## config.mk

```make
export PLATFORM = sky130hd
export DESIGN_NAME = crc16_checked_frame_receiver
export DESIGN_NICKNAME = d
export VERILOG_FILES = /design/src/hdl/ccfr_pkg.sv /design/src/hdl/crc16_checked_frame_receiver.sv
export SDC_FILE = /design/constraint.sdc
export NUM_CORES = 1
export LEC_CHECK = 0
export ABC_AREA = 0
export BUFFER_PORTS_ARGS = -buffer_cell sky130_fd_sc_hd__buf_4
export CAP_MARGIN = 20
export CELL_PAD_IN_SITES_DETAIL_PLACEMENT = 0
export CELL_PAD_IN_SITES_GLOBAL_PLACEMENT = 2
export CORE_UTILIZATION = 38
export CTS_BUF_LIST = sky130_fd_sc_hd__clkbuf_8
export DETAILED_ROUTE_END_ITERATION = 8
export GPL_TIMING_DRIVEN = 0
export PLACE_DENSITY_LB_ADDON = 0.2
export RECOVER_POWER = 100
export SYNTH_ARGS = -nofsm -noshare
export SYNTH_HDL_FRONTEND = slang
export SYNTH_SLANG_ARGS = --single-unit
export TNS_END_PERCENT = 50
```

## constraint.sdc

```tcl
create_clock -name clk -period 3.3 [get_ports clk]
set_clock_uncertainty 0.05 [all_clocks]
set_input_delay 0.33 -clock clk [delete_from_list [all_inputs] [get_ports clk]]
set_output_delay 0.33 -clock clk [all_outputs]
set_load 0.01 [all_outputs]
```

## src/hdl/ccfr_pkg.sv

```systemverilog
// Shared types, constants and the CRC-16/MODBUS byte update for the
// checked frame receiver. No dependencies.
`default_nettype none

package ccfr_pkg;

  localparam int MaxPayload = 511;
  localparam int CntW       = $clog2(MaxPayload + 1);
  localparam int CfgIdxW    = 8;
  localparam int CfgDataW   = 9;

  localparam logic [7:0]  StartByteRst  = 8'h7E;
  localparam logic [8:0]  PayloadLenRst = 9'd69;
  localparam logic [15:0] CrcInit       = 16'hFFFF;
  localparam logic [15:0] CrcPoly       = 16'hA001;

  localparam logic [CfgIdxW-1:0] RegStartByte  = CfgIdxW'(0);
  localparam logic [CfgIdxW-1:0] RegPayloadLen = CfgIdxW'(1);

  typedef logic [1:0] kind_t;
  localparam kind_t KindPayload = 2'd0;
  localparam kind_t KindGood    = 2'd1;
  localparam kind_t KindBad     = 2'd2;

  // reflected CRC, one byte, LSB first
  function automatic logic [15:0] crc_byte(input logic [15:0] crc_in,
                                           input logic [7:0]  data);
    logic [15:0] c;
    c = crc_in ^ {8'h00, data};
    for (int b = 0; b < 8; b++) begin
      if (c[0]) begin
        c = (c >> 1) ^ CrcPoly;
      end else begin
        c = c >> 1;
      end
    end
    return c;
  endfunction

endpackage

`default_nettype wire

```

## src/hdl/crc16_checked_frame_receiver.sv

```systemverilog
// Top level of the CRC-16/MODBUS checked frame receiver: frame phase
// tracking, CRC update and a registered result stage. Uses ccfr_pkg.
//
//   channel   signals                                   dir
//   input     in_valid in_ready rx_byte                 in
//   result    out_valid out_ready result_kind
//             byte_offset payload_byte                  out
//   config    cfg_valid cfg_ready cfg_index cfg_data    in
//
// One input beat per cycle unless stalled: phase step and byte-wide CRC update
// are done at the accepting edge; any result lands in the output register.
// in_ready drops only while a result is held and out_ready is low.
// Synchronous reset: hunting, CRC 0xFFFF, registers to 0x7E / 69.
// Config is always ready; out-of-range indexes are ignored.
`default_nettype none

module crc16_checked_frame_receiver (
  input  wire                          clk,
  input  wire                          rst,
  input  wire                          in_valid,
  output logic                         in_ready,
  input  wire  [7:0]                   rx_byte,
  output logic                         out_valid,
  input  wire                          out_ready,
  output ccfr_pkg::kind_t              result_kind,
  output logic [8:0]                   byte_offset,
  output logic [7:0]                   payload_byte,
  input  wire                          cfg_valid,
  output logic                         cfg_ready,
  input  wire  [ccfr_pkg::CfgIdxW-1:0] cfg_index,
  input  wire  [ccfr_pkg::CfgDataW-1:0] cfg_data
);
  import ccfr_pkg::*;

  localparam logic [1:0] PhHunt  = 2'd0;
  localparam logic [1:0] PhData  = 2'd1;
  localparam logic [1:0] PhChkLo = 2'd2;
  localparam logic [1:0] PhChkHi = 2'd3;

  logic [7:0]      start_byte;
  logic [8:0]      payload_length;
  logic [1:0]      phase;
  logic [CntW-1:0] count;
  logic [15:0]     crc;
  logic [7:0]      first_chk;

  logic [1:0]      phase_next;
  logic [CntW-1:0] count_next;
  logic [15:0]     crc_next;
  logic [7:0]      first_chk_next;
  logic            res_valid;
  kind_t           res_kind;
  logic [8:0]      res_offset;
  logic [7:0]      res_byte;

  logic [CntW:0]   eff_len;
  logic [CntW:0]   count_inc;
  logic [15:0]     crc_upd;
  logic [15:0]     crc_start;
  logic            in_fire;

  assign cfg_ready = 1'b1;
  assign in_ready  = !out_valid || out_ready;
  assign in_fire   = in_valid && in_ready;

  always_comb begin
    if (payload_length == 9'd0) begin
      eff_len = (CntW+1)'(1);
    end else if ({1'b0, payload_length} > 10'(MaxPayload)) begin
      eff_len = (CntW+1)'(MaxPayload);
    end else begin
      eff_len = (CntW+1)'(payload_length);
    end
  end

  assign count_inc = {1'b0, count} + (CntW+1)'(1);
  assign crc_upd   = crc_byte(crc, rx_byte);
  assign crc_start = crc_byte(CrcInit, rx_byte);

  always_comb begin
    phase_next     = phase;
    count_next     = count;
    crc_next       = crc;
    first_chk_next = first_chk;
    res_valid      = 1'b0;
    res_kind       = KindPayload;
    res_offset     = 9'd0;
    res_byte       = 8'd0;
    unique case (phase)
      PhHunt: begin
        count_next = '0;
        if (rx_byte == start_byte) begin
          crc_next   = crc_start;
          phase_next = PhData;
        end
      end
      PhData: begin
        res_valid  = 1'b1;
        res_offset = 9'(count);
        res_byte   = rx_byte;
        crc_next   = crc_upd;
        count_next = count_inc[CntW-1:0];
        if (count_inc >= eff_len) begin
          phase_next = PhChkLo;
        end
      end
      PhChkLo: begin
        first_chk_next = rx_byte;
        phase_next     = PhChkHi;
      end
      PhChkHi: begin
        res_valid  = 1'b1;
        res_kind   = ({rx_byte, first_chk} == crc) ? KindGood : KindBad;
        phase_next = PhHunt;
        count_next = '0;
        crc_next   = CrcInit;
      end
      default: begin
        phase_next = PhHunt;
      end
    endcase
  end

  always_ff @(posedge clk) begin
    if (rst) begin
      start_byte     <= StartByteRst;
      payload_length <= PayloadLenRst;
      phase          <= PhHunt;
      count          <= '0;
      crc            <= CrcInit;
      first_chk      <= 8'd0;
      out_valid      <= 1'b0;
    end else begin
      if (cfg_valid && cfg_ready) begin
        if (cfg_index == RegStartByte) begin
          start_byte <= cfg_data[7:0];
        end else if (cfg_index == RegPayloadLen) begin
          payload_length <= cfg_data[8:0];
        end
      end
      if (in_fire) begin
        phase     <= phase_next;
        count     <= count_next;
        crc       <= crc_next;
        first_chk <= first_chk_next;
        out_valid <= res_valid;
      end else if (out_ready) begin
        out_valid <= 1'b0;
      end
    end
  end

  always_ff @(posedge clk) begin
    if (in_fire && res_valid) begin
      result_kind  <= res_kind;
      byte_offset  <= res_offset;
      payload_byte <= res_byte;
    end
  end

  // a byte taken while hunting (dropped, or the start byte) never raises a result
  a_hunt_silent: assert property (@(posedge clk) disable iff (rst)
    (in_fire && phase == PhHunt) |=> !out_valid)
    else $error("result raised while hunting");

  a_verdict_clears: assert property (@(posedge clk) disable iff (rst)
    (in_fire && phase == PhChkHi) |=>
      (phase == PhHunt && crc == CrcInit && count == '0 && out_valid &&
       (result_kind == KindGood || result_kind == KindBad)))
    else $error("verdict did not restart hunting");

  a_verdict_zero: assert property (@(posedge clk) disable iff (rst)
    (out_valid && result_kind != KindPayload) |->
      (byte_offset == 9'd0 && payload_byte == 8'd0))
    else $error("verdict carries payload fields");

  a_data_to_check: assert property (@(posedge clk) disable iff (rst)
    (in_fire && phase == PhData) |=> (out_valid && result_kind == KindPayload &&
      (phase == PhData || phase == PhChkLo)))
    else $error("payload beat mishandled");

endmodule

`default_nettype wire

```

# Word level (Yosys, flattened, before mapping)

Cells that the tools add are included.

Output and inout port bits: 22
Logic and storage cells: 84
Bits in registers: 72
Input bits: 30

$lt $le $gt $ge: 1
Mux-type cells: 27
Bitwise logic cells: 19
Reductions and logical operators: 18
Add/sub/neg operators: 1
Equality and inequality tests: 8

Operators by type and width:

| cell                   | count |
|---|---|
| $mux W16               | 17 |
| $not A2 Y3             | 16 |
| $pmux W16 S3           | 1 |
| $pmux W9 S2            | 1 |
| $eq A16 B16 Y1         | 1 |
| $not A8 Y16            | 1 |
| $xor A16 B8 Y16        | 1 |
| $add A9 B1 Y10 const B | 1 |
| $ge A10 B9 Y1          | 1 |
| $logic_not A9 Y1       | 1 |
| $mux W9                | 1 |
| $reduce_and A3 Y1      | 3 |
| $eq A8 B1 Y1 const B   | 1 |
| $eq A8 B8 Y1           | 1 |
| $logic_not A8 Y1       | 1 |
| $pmux W2 S4            | 1 |
| $mux W2                | 3 |
| $reduce_and A2 Y1      | 3 |
| $eq A2 B2 Y1 const B   | 2 |
| $ne A2 B2 Y1 const B   | 2 |
| $reduce_bool A2 Y1     | 2 |
| $reduce_or A2 Y1       | 2 |
| $mux W1                | 3 |
| $reduce_bool A3 Y1     | 1 |
| 6 further kinds        | 7 |

# Longest topological paths before layout

Gate-level depths: netlist of run 1.

Word-level depth: 19
Mapped depth: 12

# Worst setup path after synthesis of run 1

OpenSTA, ideal clock, no wires.

Kind: reg2reg
From: reg count[0]
To: reg phase[0]
Cell stages (with the launch flop): 13
Path slack: 0.950 ns
Data arrival time: 2.214 ns
Data required time: 3.164 ns
Setup time: 0.086 ns
Cells stage by stage: dfxtp_1 -> ha_1 -> and3_1 -> nand3_1 -> nor2_1 -> xor2_1 -> ha_1 -> nand2_1 -> nand3b_1 -> a31oi_1 -> o21ai_0 -> and2_1 -> a211oi_1

Word-level cells in the longest chain between the ends: 4

RTL lines:

| element                            | line                                | RTL |
|---|---|---|
| from (decl)                        | crc16_checked_frame_receiver.sv:43  | `logic [CntW-1:0] count;` |
| from (signal assigned)             | crc16_checked_frame_receiver.sv:143 | `count <= count_next;` |
| $add A9 B1 Y10                     | crc16_checked_frame_receiver.sv:76  | `assign count_inc = {1'b0, count} + (CntW+1)'(1);` |
| $ge A10 B9 Y1                      | crc16_checked_frame_receiver.sv:103 | `if (count_inc >= eff_len) begin` |
| $ne A2 B2 Y1 (no source line)      | -                                   |  |
| $reduce_and A3 Y1 (no source line) | -                                   |  |
| to (signal assigned)               | crc16_checked_frame_receiver.sv:128 | `phase <= PhHunt;` |
| to (signal assigned)               | crc16_checked_frame_receiver.sv:142 | `phase <= phase_next;` |
| to (decl)                          | crc16_checked_frame_receiver.sv:42  | `logic [1:0] phase;` |

No other way between the ends.
A chain may end at the register's enable or synchronous reset.

# Worst setup path after layout of run 1

Ends and elaborated chain as after synthesis.

==> results.txt, run 1 <==
- Outcome: complete, no violations
- CTS tree: yes
* Placed wire-length estimate after detailed placement: around 6.8 mm
* R2R Path End: phase[0]
- The share of the Yosys chip area taken by registers is between 40% and 50%.
- The design draws 1.89 mW.
* Time the worst path needs with I/O delays and setup: approximately 2.9 ns
- Latest clock arrival within the worst-skew pair: ~0.35 ns
- STA classifies the critical path startpoint as a register.
- Unrepaired setup endpoints after global routing: false
* Switching portion of total power: between 20 and 25%
- Largest fanout of any net on the critical path: 7
* Instance count of the mapped netlist: ~400
- Reg-to-reg critical path startpoint: count[0]
* Synthesis-to-layout area growth: 15.6%
- Upper clock frequency limit: 0.351 GHz
- Category of the worst setup path capture point: register
* Antenna violations before repair: 0
* Sequential share of power: between 40% and 50%
* Clock buffers created by TritonCTS: 9
* Highest-count cells in the layout ignoring fill and taps: 53 x sky130_fd_sc_hd__dfxtp_1, 43 x sky130_fd_sc_hd__nor2_1, 39 x sky130_fd_sc_hd__xor2_1
* Overall routed net length: just under 9 mm
- Buffers inserted during post-CTS setup optimization: 0
* Die area: around 11,000 µm²
- The filler cells instantiated in the layout total around 990.
- Maximum single-stage delay on the critical path: 0.48 ns
- Once layout is done, the placed cells without fillers occupy about 4500 µm².
- Dividing the detail-routed wire length by the instance count gives between 15 and 20 µm.
- The clock passes through at most 2 buffers.
- Total track usage: a little under a fifth
- R2R depth: 12
* Top flip-flop cell by instance count after synthesis: sky130_fd_sc_hd__dfxtp_1
* Final hold viol count: 0
- In this run the vertical extent of the chip is around 100 µm.
- After clock tree synthesis, the clock-pin slew on the worst setup and hold paths is approximately 0.08 ns.
- The first detailed-routing pass ran for 4 iterations.
* Placeable Area: 9860 µm²
* CP cell instances: ha_1, and3_1, nand3_1, nor2_1, xor2_1, ha_1, nand2_1, nand3b_1, a31oi_1, o21ai_0, and2_0, a211oi_1
- Endpoint arrival time on the critical path: slightly above 3 ns
- The synthesized netlist occupies a cell area of 3890 µm².
* Layout cell share with drive strength beyond 1: a little over a tenth
* Synth Area per Inst: 9.69 µm²
- Final Wtd Congestion: ~0.80
- Per report_power, the clock group accounts for 45.0% of the total.
* Internal cell power: approximately 1.5 mW
- Dividing total power by cell area gives a power density of approximately 420 nW/µm².
- The worst hold path was traced through 2 stages.
* Cell repeated most along the worst path: sky130_fd_sc_hd__ha_1
* Max-slew headroom at the worst pin: a little under a third
* Die X: a little over 100 µm
- Number of global-route vias before repair: around 2,800
* Number of nets produced by synthesis: 445
- In this run the static leakage power is 1.80 nW.
- Using the TritonRoute via totals, the vias-per-cell ratio works out to ~4.8.
- Largest net degree at the start of global routing: 20
* Period utilisation layout: approximately 86%
* Net switching power: approximately 0.42 mW
- Instance area after placement: approximately 4400 µm²
- GRT Residual Overflow: 0
* First DRT Iteration DRCs: 100
- Final slew viol count: 0
- Yosys warnings: 0
* DRC errors left: 0
- Synth Register Bits: 72
* Most common cell after layout, fill and taps aside: sky130_fd_sc_hd__dfxtp_1
* Startpoint of the worst hold path: cfg_data[2]
* Footprint of the multi-input gates: roughly 2000 µm²
- The routed layout has 2,866 vias.
* FF-to-FF setup slack: around 0.45 ns
- For this configuration, the core starts out at a cell density of around 39%.
* Share of flip-flops with an asynchronous set or reset: 0%
* Summed negative setup slack over all endpoints: 0 ns
- Root buffer cell: sky130_fd_sc_hd__clkbuf_8
- Counting flops with a built-in enable in the synthesized netlist gives 19.
- Critical Path Start: count[0]
- The H-tree was split into 3 levels.
* Measured slew at the worst slew-check pin: 1.02 ns
- Worst-path cell with the longest stage delay: sky130_fd_sc_hd__dfxtp_1
- Cts repair resizes: 0
- The first global-routing pass estimated 14.3 mm of wire.
- Per report_power, the combinational group accounts for 7.3% of the total.
- The worst setup path is of the register to register kind.
- Counting distinct cell types in the post-synthesis netlist gives 42.
* Ports: between 50 and 60
- Worst VDD drop: around 170 µV
* Register area: about 1600 µm²
- Across the run, the number of max-cap violations was 0.
- CTS Hold Buffers Added: 0
- After floorplanning, the core was divided into 36 placement rows.
- STA puts the critical path data required time at between 3 and 4 ns.
* Input/output buffers: between 40 and 50
- Count of final setup violators: 0
- At the end of the flow, the number of nets in the layout was approximately 500.
- TritonCTS sink count: 72
- For this run, the share of the core covered by cells in the final layout is between 40% and 50%.
* Classification of the worst-slack hold path: input pin to register
- 0 antenna diodes ended up in the layout.
- Count of antenna-violating nets left after detailed routing: 0
* Hold-critical path endpoint: start_byte[2]
[through the flow]
step / hold WS [ns] / setup WS [ns] / instances
2_1_floorplan: 0.387 / 0.950 / 401
3_3_place_gp: 0.400 / 0.579 / 575
3_5_place_dp: 0.416 / 0.505 / 575
4_1_cts: 0.138 / 0.459 / 591
5_1_grt: 0.152 / 0.207 / 591
6_report: 0.145 / 0.448 / 591
[registers in the layout, indices dropped and copies added, names as in the netlist]
name / cells
phase: 2
start_byte: 8
byte_offset: 9
out_valid: 1
result_kind: 2
payload_byte: 8
count: 9
payload_length: 9
crc: 16
first_chk: 8
[cell families after synthesis]
logic type	synth area share, %
AND/OR/NAND/NOR	17.4
flip-flops	42.0
XOR/XNOR	15.6
AO/OA/AOI/OAI	9.98
buffers and inverters	4.96
multiplexers	5.41
adder cells (fa/ha/maj)	4.51
other	0.0965
[how the worst max path moves through the flow]
stage                          end  slack (ns)  cells after the start
final                     phase[0]        0.45                     12
after global routing      phase[0]        0.21                     12
after CTS                 phase[0]        0.46                     12
after detailed placement  phase[0]        0.51                     12
after global placement    phase[0]        0.58                     12
after floorplan           phase[0]        0.95                     12
[synthesized netlist by cell type, drive strengths merged, types with 3 or more instances]
| cell type | count | area, µm² |
|---|---|---|
| a211o | 15 | 131 |
| a21oi | 13 | 76.3 |
| a22oi | 7 | 52.6 |
| and2 | 20 | 125 |
| buf | 13 | 83.8 |
| clkbuf | 12 | 45.0 |
| dfxtp | 53 | 1060 |
| edfxtp | 19 | 571 |
| ha | 14 | 175 |
| inv | 17 | 63.8 |
| mux2i | 21 | 210 |
| nand2 | 20 | 75.1 |
| nand2b | 13 | 81.3 |
| nand3 | 7 | 35.0 |
| nor2 | 43 | 161 |
| nor2b | 13 | 81.3 |
| nor3 | 3 | 15.0 |
| nor4 | 8 | 50.1 |
| o21ai | 4 | 20.0 |
| xnor2 | 26 | 243 |
| xor2 | 39 | 342 |
[layout make-up]
cell class	count	area share, %
multi-input cells	287	45.3
flip-flops and latches	72	36.3
repair buffers	41	5.10
well taps	133	3.70
clock buffers	9	2.76
clock inverters	7	2.67
plain buffers	25	2.67
inverters	17	1.42
[layer usage]
metal  global-route usage (%)  vias up  routed length [µm]
li1                         -     1455                   -
met1                     26.1     1315                4620
met2                     27.6       84                3670
met3                     3.25       12                 503
met4                     7.04        0                 127
met5                        0        -                   0
[power groups by stage]
stage,logic (mW),clock network [mW],registers [mW]
global route,0.152,0.903,0.903
CTS,0.141,0.867,0.903
detailed placement,0.141,0,0.924
floorplan,0.0953,0,0.924
finish,0.139,0.851,0.903
global placement,0.141,0,0.924
[worst max-delay path, delay by kind of cell (launching register included)]
| kind | cells | cell delay, ns |
|---|---|---|
| XOR/XNOR | 1 | 0.23 |
| AND/OR/NAND/NOR | 6 | 0.92 |
| adder cells (fa/ha/maj) | 2 | 0.50 |
| flip-flops | 1 | 0.48 |
| AO/OA/AOI/OAI | 3 | 0.57 |
(Power assumes the default switching activity.)
==> run 2: changes to the inputs <==
--- a/config.mk
+++ b/config.mk
@@ -6,17 +6,17 @@
 export NUM_CORES = 1
 export LEC_CHECK = 0
 export ABC_AREA = 0
-export BUFFER_PORTS_ARGS = -buffer_cell sky130_fd_sc_hd__buf_4
 export CAP_MARGIN = 20
 export CELL_PAD_IN_SITES_DETAIL_PLACEMENT = 0
 export CELL_PAD_IN_SITES_GLOBAL_PLACEMENT = 2
-export CORE_UTILIZATION = 38
+export CORE_UTILIZATION = 45
 export CTS_BUF_LIST = sky130_fd_sc_hd__clkbuf_8
 export DETAILED_ROUTE_END_ITERATION = 8
+export DONT_BUFFER_PORTS = 1
 export GPL_TIMING_DRIVEN = 0
 export PLACE_DENSITY_LB_ADDON = 0.2
 export RECOVER_POWER = 100
 export SYNTH_ARGS = -nofsm -noshare
 export SYNTH_HDL_FRONTEND = slang
 export SYNTH_SLANG_ARGS = --single-unit
-export TNS_END_PERCENT = 50
+export TNS_END_PERCENT = 1
==> constraint.sdc (replaced) <==
create_clock -name clk -period 3.4 [get_ports clk]
set_clock_uncertainty 0.05 [all_clocks]
set_input_delay 0.34 -clock clk [delete_from_list [all_inputs] [get_ports clk]]
set_output_delay 0.34 -clock clk [all_outputs]
set_load 0.01 [all_outputs]
==> results.txt, run 2 (synthesis results as in run 1) <==
- The flow ran to the end, and the final reports show no timing, DRC or antenna violations.
- Clk slew on worst S/H paths: approximately 0.08 ns
- The slowest stage of the critical path is the sky130_fd_sc_hd__dfxtp_1 cell.
* GRT Residual Overflow: 0
* First DRT Iteration DRCs: between 100 and 150
* Category of the worst setup path capture point: register
- After detailed routing, the number of remaining DRC violations is 0.
- Number of buffers and inverters on the critical path: 0
- After floorplanning, the core was sized to cover around 8300 µm².
- Clock tree synthesis inserted a total of 9 buffers.
* Largest fanout of any net on the critical path: 7
- The floorplan has 33 rows.
- Dividing the final minimum period by the clock period gives a little over four fifths.
- The register with the most flip-flops in the layout has 16 of them.
- Buffers inserted during post-CTS setup optimization: 0
* Startpoint of the worst hold path: cfg_data[4]
- Final slew viol count: 0
* R2R Path End: phase[0]
- The most numerous cell type found on the critical path is sky130_fd_sc_hd__ha_1.
- Internal cell power: around 1.3 mW
- Max-slew headroom at the worst pin: about a third
* WHS Path Cells: 1
- The path with the worst hold slack has its endpoint at start_byte[4].
- Latest clock arrival within the worst-skew pair: 0.34 ns
- Worst setup path category: register to register
- For the pin with the worst max-slew slack, the measured transition is about 1 ns.
* Synthesis-to-layout area growth: 8.18%
* Initial core utilization: between 40% and 50%
* Share of power burned in the clock network: 42.7%
- Ranked by flip-flop count, first place goes to crc.
- Input/output buffers: 0
- Ports: 52
- Adding up every negative setup slack in the final design gives 0 ns.
- Largest net degree at the start of global routing: 20
* Highest-count cells in the layout ignoring fill and taps: 53 x sky130_fd_sc_hd__dfxtp_1, 43 x sky130_fd_sc_hd__nor2_1, 39 x sky130_fd_sc_hd__xor2_1
- In this run the power density over the cells is about 410 nW/µm².
* Critical Path RT: ~3.6 ns
* Count of final setup violators: 0
- Count of antenna-violating nets left after detailed routing: 0
- The worst path needs about 2.9 ns of the cycle, external delays included.
- The first detailed-routing pass took 4 iterations.
- Endpoint arrival time on the critical path: between 3 and 4 ns
- The signal on the critical path passes through ha_1, and3_1, nand3_1, nor2_1, xor2_1, ha_1, nand2_1, nand3b_1, a31oi_1, o21ai_0, and2_0, a211oi_1.
* Final hold viol count: 0
* Final Wtd Congestion: approximately 0.84
- The number of hold buffers added after CTS was 0.
- The worst-case IR drop observed on VDD is between 150 and 200 µV.
* Net switching power: between 0.3 and 0.4 mW
- After clock tree synthesis, the repair step resized 0 gates.
- Across the run, the number of max-cap violations was 0.
* Critical path's top delay family: simple AND/OR/NAND/NOR gates
- CTS max path bufs: 2
* Utilization after layout: 50.7%
- Instance area after placement: 4020 µm²
* Hold Slack: 0.0621 ns
* Maximum single-stage delay on the critical path: around 0.49 ns
- Of the total power, combinational logic draws 6.6%.
* Critical path launch point type: register
* CTS tree: yes
* Switching portion of total power: 22.9%
* Sequential share of power: 50.6%
- In this run the static leakage power is 1.66 nW.
- Total track usage: approximately a fifth
- The cell sitting at the root of the clock tree is a sky130_fd_sc_hd__clkbuf_8.
- Number of global-route vias before repair: roughly 2,600
* Die area: about 9000 µm²
- For this run, the top clock speed supported by timing is 0.350 GHz.
* Classification of the worst-slack hold path: input pin to register
- Wire length of the first global-routing pass: 13.9 mm
- Finished layout cell area: between 4000 and 5000 µm²
* Overall routed net length: ~8.5 mm
* Most common cell after layout, fill and taps aside: sky130_fd_sc_hd__dfxtp_1
- In this run the vertical extent of the chip is 94.9 µm.
- The wire-length estimate of the detail-placed layout is 6.50 mm.
- Layout cell share with drive strength beyond 1: approximately 6.7%
- NumNets Final: 456
- Via density per instance: about 5.2
* Reg-to-reg critical path startpoint: count[0]
* Wire length per cell after detailed routing: roughly 16 µm
- Antenna violations before repair: 0
- 0 antenna diodes ended up in the layout.
- Level count of the clock H-tree: 3
- In this run the horizontal extent of the chip is about 95 µm.
- TritonCTS sink count: between 70 and 80
- The setup check on the worst reg-to-reg path leaves a slack of 0.54 ns.
* Number of vias after detailed routing: between 2,000 and 3,000
- Setup repair after global routing left no endpoint under its margin.
- Counting cells, the worst reg-to-reg path comes to 12.
## run 2: final cells by class
| type | instances | area, µm² |
|---|---|---|
| sequential | 72 | 1630 |
| buffer | 25 | 120 |
| clock inverter | 7 | 96.3 |
| clock buffer | 9 | 124 |
| tap | 105 | 131 |
| fill | 802 | 4100 |
| multi-input combinational | 287 | 2040 |
| inverter | 17 | 63.8 |
## run 2: worst max path at each step
stage,start,end,slack (ns),depth (start not counted)
global placement,count[0],phase[0],0.67,12
CTS,count[0],phase[0],0.57,12
detailed placement,count[0],phase[1],0.63,12
finish,count[0],phase[0],0.54,12
floorplan,count[0],phase[0],1.05,12
global route,count[0],phase[1],0.29,12
## run 2: layer usage
metal  track usage (%)  up-vias  share of wire [%]
met5                 0        -                  0
met4              7.70        0                1.1
met3              4.75        9                5.8
met2              30.0       80                 42
met1              29.9     1258                 51
li1                  -     1368                  -
## run 2: per-stage QoR
stage,instances,setup slack [ns],power [mW]
final,522,0.543,1.73
after global routing,522,0.290,1.80
after CTS,522,0.575,1.75
after detailed placement,506,0.627,1.01
after global placement,506,0.672,1.01
after floorplan,401,1.05,0.989
## run 2: power groups by stage
stage | Sequential (mW) | Combinational (mW) | Clock (mW)
2_1_floorplan | 0.896 | 0.0925 | 0
3_3_place_gp | 0.897 | 0.115 | 0
3_5_place_dp | 0.897 | 0.115 | 0
4_1_cts | 0.877 | 0.116 | 0.758
5_1_grt | 0.877 | 0.126 | 0.800
6_report | 0.877 | 0.115 | 0.740
## run 2: worst reg2reg max path, cell delays in order (launching register included)
cell	delay (ns)
sky130_fd_sc_hd__dfxtp_1	0.49
sky130_fd_sc_hd__ha_1	0.23
sky130_fd_sc_hd__and3_1	0.20
sky130_fd_sc_hd__nand3_1	0.17
sky130_fd_sc_hd__nor2_1	0.18
sky130_fd_sc_hd__xor2_1	0.24
sky130_fd_sc_hd__ha_1	0.28
sky130_fd_sc_hd__nand2_1	0.06
sky130_fd_sc_hd__nand3b_1	0.07
sky130_fd_sc_hd__a31oi_1	0.14
sky130_fd_sc_hd__o21ai_0	0.21
sky130_fd_sc_hd__and2_0	0.24
sky130_fd_sc_hd__a211oi_1	0.20
==> run 3: changes to the inputs <==
--- a/config.mk
+++ b/config.mk
@@ -9,7 +9,7 @@
 export CAP_MARGIN = 20
 export CELL_PAD_IN_SITES_DETAIL_PLACEMENT = 0
 export CELL_PAD_IN_SITES_GLOBAL_PLACEMENT = 2
-export CORE_UTILIZATION = 45
+export CORE_UTILIZATION = 37
 export CTS_BUF_LIST = sky130_fd_sc_hd__clkbuf_8
 export DETAILED_ROUTE_END_ITERATION = 8
 export DONT_BUFFER_PORTS = 1
==> constraint.sdc (replaced) <==
create_clock -name clk -period 2.6 [get_ports clk]
set_clock_uncertainty 0.05 [all_clocks]
set_input_delay 0.26 -clock clk [delete_from_list [all_inputs] [get_ports clk]]
set_output_delay 0.26 -clock clk [all_outputs]
set_load 0.01 [all_outputs]
==> results.txt, run 3 (synthesis results as in run 1) <==
- CTS max path bufs: 2
- GRT Residual Overflow: 0
* Finished layout cell area: 4330 µm²
- Utilization after layout: 42.3%
- STA puts the critical path data arrival time at between 2 and 3 ns.
- Level count of the clock H-tree: 3
- 52 I/O pins were placed.
* Category of the worst setup path capture point: register
* Classification of the worst-slack hold path: input pin to register
- Critical Path RT: 2.81 ns
- Critical path's top delay family: simple AND/OR/NAND/NOR gates
- Number of global-route vias before repair: 2,613
- CTS tree: yes
- Across all hold checks on the routed design, the worst slack comes to 0.00447 ns.
- The placed instances occupy a cell area of ~4100 µm².
- In this run the worst path has a maximum fanout of 7.
* Fillers: between 1,000 and 1,500
- In this run the tool buffered the top-level ports with 0 buffer cells.
- From left edge to right edge, the die measures 104 µm.
- The first global-routing pass estimated roughly 14 mm of wire.
- Worst-path cell with the longest stage delay: sky130_fd_sc_hd__dfxtp_4
- After clock tree synthesis, the clock-pin slew on the worst setup and hold paths is ~0.090 ns.
- Setup violations remaining at the end of the flow were counted as 0.
- Wire length per cell after detailed routing: roughly 16 µm
* Final hold viol count: 0
* Power density over the cells: approximately 490 nW/µm²
* Highest-count cells in the layout ignoring fill and taps: 48 x sky130_fd_sc_hd__dfxtp_1, 42 x sky130_fd_sc_hd__nor2_1, 38 x sky130_fd_sc_hd__xor2_1
- The floorplan step defined a core boundary enclosing 10,200 µm².
- Of the cells placed in the final design, the portion with a size suffix greater than 1 is about 11%.
* Leakage component of the power: ~1.7 nW
- The register with the most flip-flops in the layout has 16 of them.
- The die covers 10,900 µm².
* Root buffer cell: sky130_fd_sc_hd__clkbuf_8
- DRC errors left: 0
* Latest clock arrival within the worst-skew pair: between 0.3 and 0.4 ns
- Across the run, the number of max-cap violations was 0.
- CP cell instances: nand3_1, nor2_1, and3_2, xor2_1, ha_1, a21o_1, nand2_1, nand3b_1, a31oi_1, o21ai_2, and2_1, a211oi_1
- For the finished layout, the period the worst path requires is approximately 2.5 ns.
* TritonCTS sink count: just over 70
- The wire-length estimate of the detail-placed layout is 6.66 mm.
- At the pin with the least slew margin, the transition time is about 0.64 ns.
- Total track usage: ~17%
* Number of placement rows: 37
- The max-slew violation count is 0.
- STA classifies the critical path startpoint as a register.
- Outcome: complete, no violations
- The number of antenna violations at the first check in global routing is 0.
* Via density per instance: 4.91
- In this design, the stage delay of the slowest critical-path cell is 0.40 ns.
- The detailed router finished its first iteration with 117 violations.
* Period utilisation layout: ~94%
* Worst setup path category: register to register
* Unrepaired setup endpoints after global routing: false
* NumNets Final: between 400 and 500
- Vertical die dimension: 104 µm
* Synthesis-to-layout area growth: 11.4%
- Number of antenna cells inserted: 0
- Largest net degree at the start of global routing: 20
* Final Wtd Congestion: 0.806
- Once detail routing completed, the nets flagged for antenna violations numbered 0.
- Post-route non-filler standard cell count: 560
- Max-slew headroom at the worst pin: around 57%
- Once placement completed, the tool counted placed cells totaling 537.
- TritonCTS created 9 clock buffers.
- Summing over every cut layer, the via total after detailed routing is approximately 2,700.
* Worst VDD drop: 192 µV
* Initial core utilization: between 30% and 40%
- Number of buffers and inverters on the critical path: 0
- Upper clock frequency limit: roughly 0.4 GHz
- More flip-flops sit in one register than any other, and that register is crc.
- Overall routed net length: 8.84 mm
- The first detailed-routing pass ran for 4 iterations.
* Most common cell after layout, fill and taps aside: sky130_fd_sc_hd__dfxtp_1
## run 3: changes by cell type in the layout (fill, tap and decap cells not counted), sizes merged
cell,change
clkinv,+2
inv,+1
clkinvlp,-1
dlygate4sd3,+6
buf,+1
bufinv,-2
## run 3: what timing repair did
| action | in CTS | in global routing |
|---|---|---|
| hold buffers | 6 | 0 |
| setup endpoints to repair | 21 | 21 |
| hold endpoints to repair | 6 | 0 |
| resized for setup | 6 | 14 |
| setup buffers | 0 | 1 |
## run 3: final cells by class
type	instances	area (µm²)	share of cell area, %
plain buffers	25	124	2.86
inverters	17	63.8	1.47
well taps	136	170	3.93
clock inverters	7	47.5	1.10
multi-input cells	287	2090	48.3
clock buffers	9	124	2.86
flip-flops and latches	72	1640	37.9
repair buffers	7	67.6	1.56
## run 3: power by group
part           internal (mW)  switching, mW  total, mW  leakage (nW)
Sequential              1.14        0.00209       1.14         0.602
Clock                  0.346          0.451      0.797        0.0854
Combinational         0.0691         0.0904      0.160          1.00
## run 3: worst paths after layout
path | from | endpoint | slack, ns | cells past startpoint
hold reg to reg | payload_length[0] | payload_length[0] | 0.42 | 1
setup reg to reg | count[0] | phase[0] | 0.14 | 12
setup / recovery | count[0] | phase[0] | 0.14 | 12
hold / removal | cfg_data[7] | payload_length[7] | 0.004 | 2
## run 3: metrics by stage
stage / setup WS [ns] / power, mW / setup TNS (ns)
6_report: 0.143 / 2.10 / 0
3_3_place_gp: -0.141 / 1.32 / -2.41
4_1_cts: 0.0231 / 2.12 / 0
5_1_grt: 0.00313 / 2.19 / 0
2_1_floorplan: 0.250 / 1.29 / 0
3_5_place_dp: -0.185 / 1.33 / -2.62
## run 3: per-layer routing
layer | global-route usage [%] | up-vias | part of all wire [%]
met3 | 3.57 | 7 | 4.6
met2 | 25.4 | 73 | 41
met1 | 24.6 | 1279 | 53
met4 | 5.51 | 0 | 1.0
met5 | 0 | - | 0
li1 | - | 1390 | -
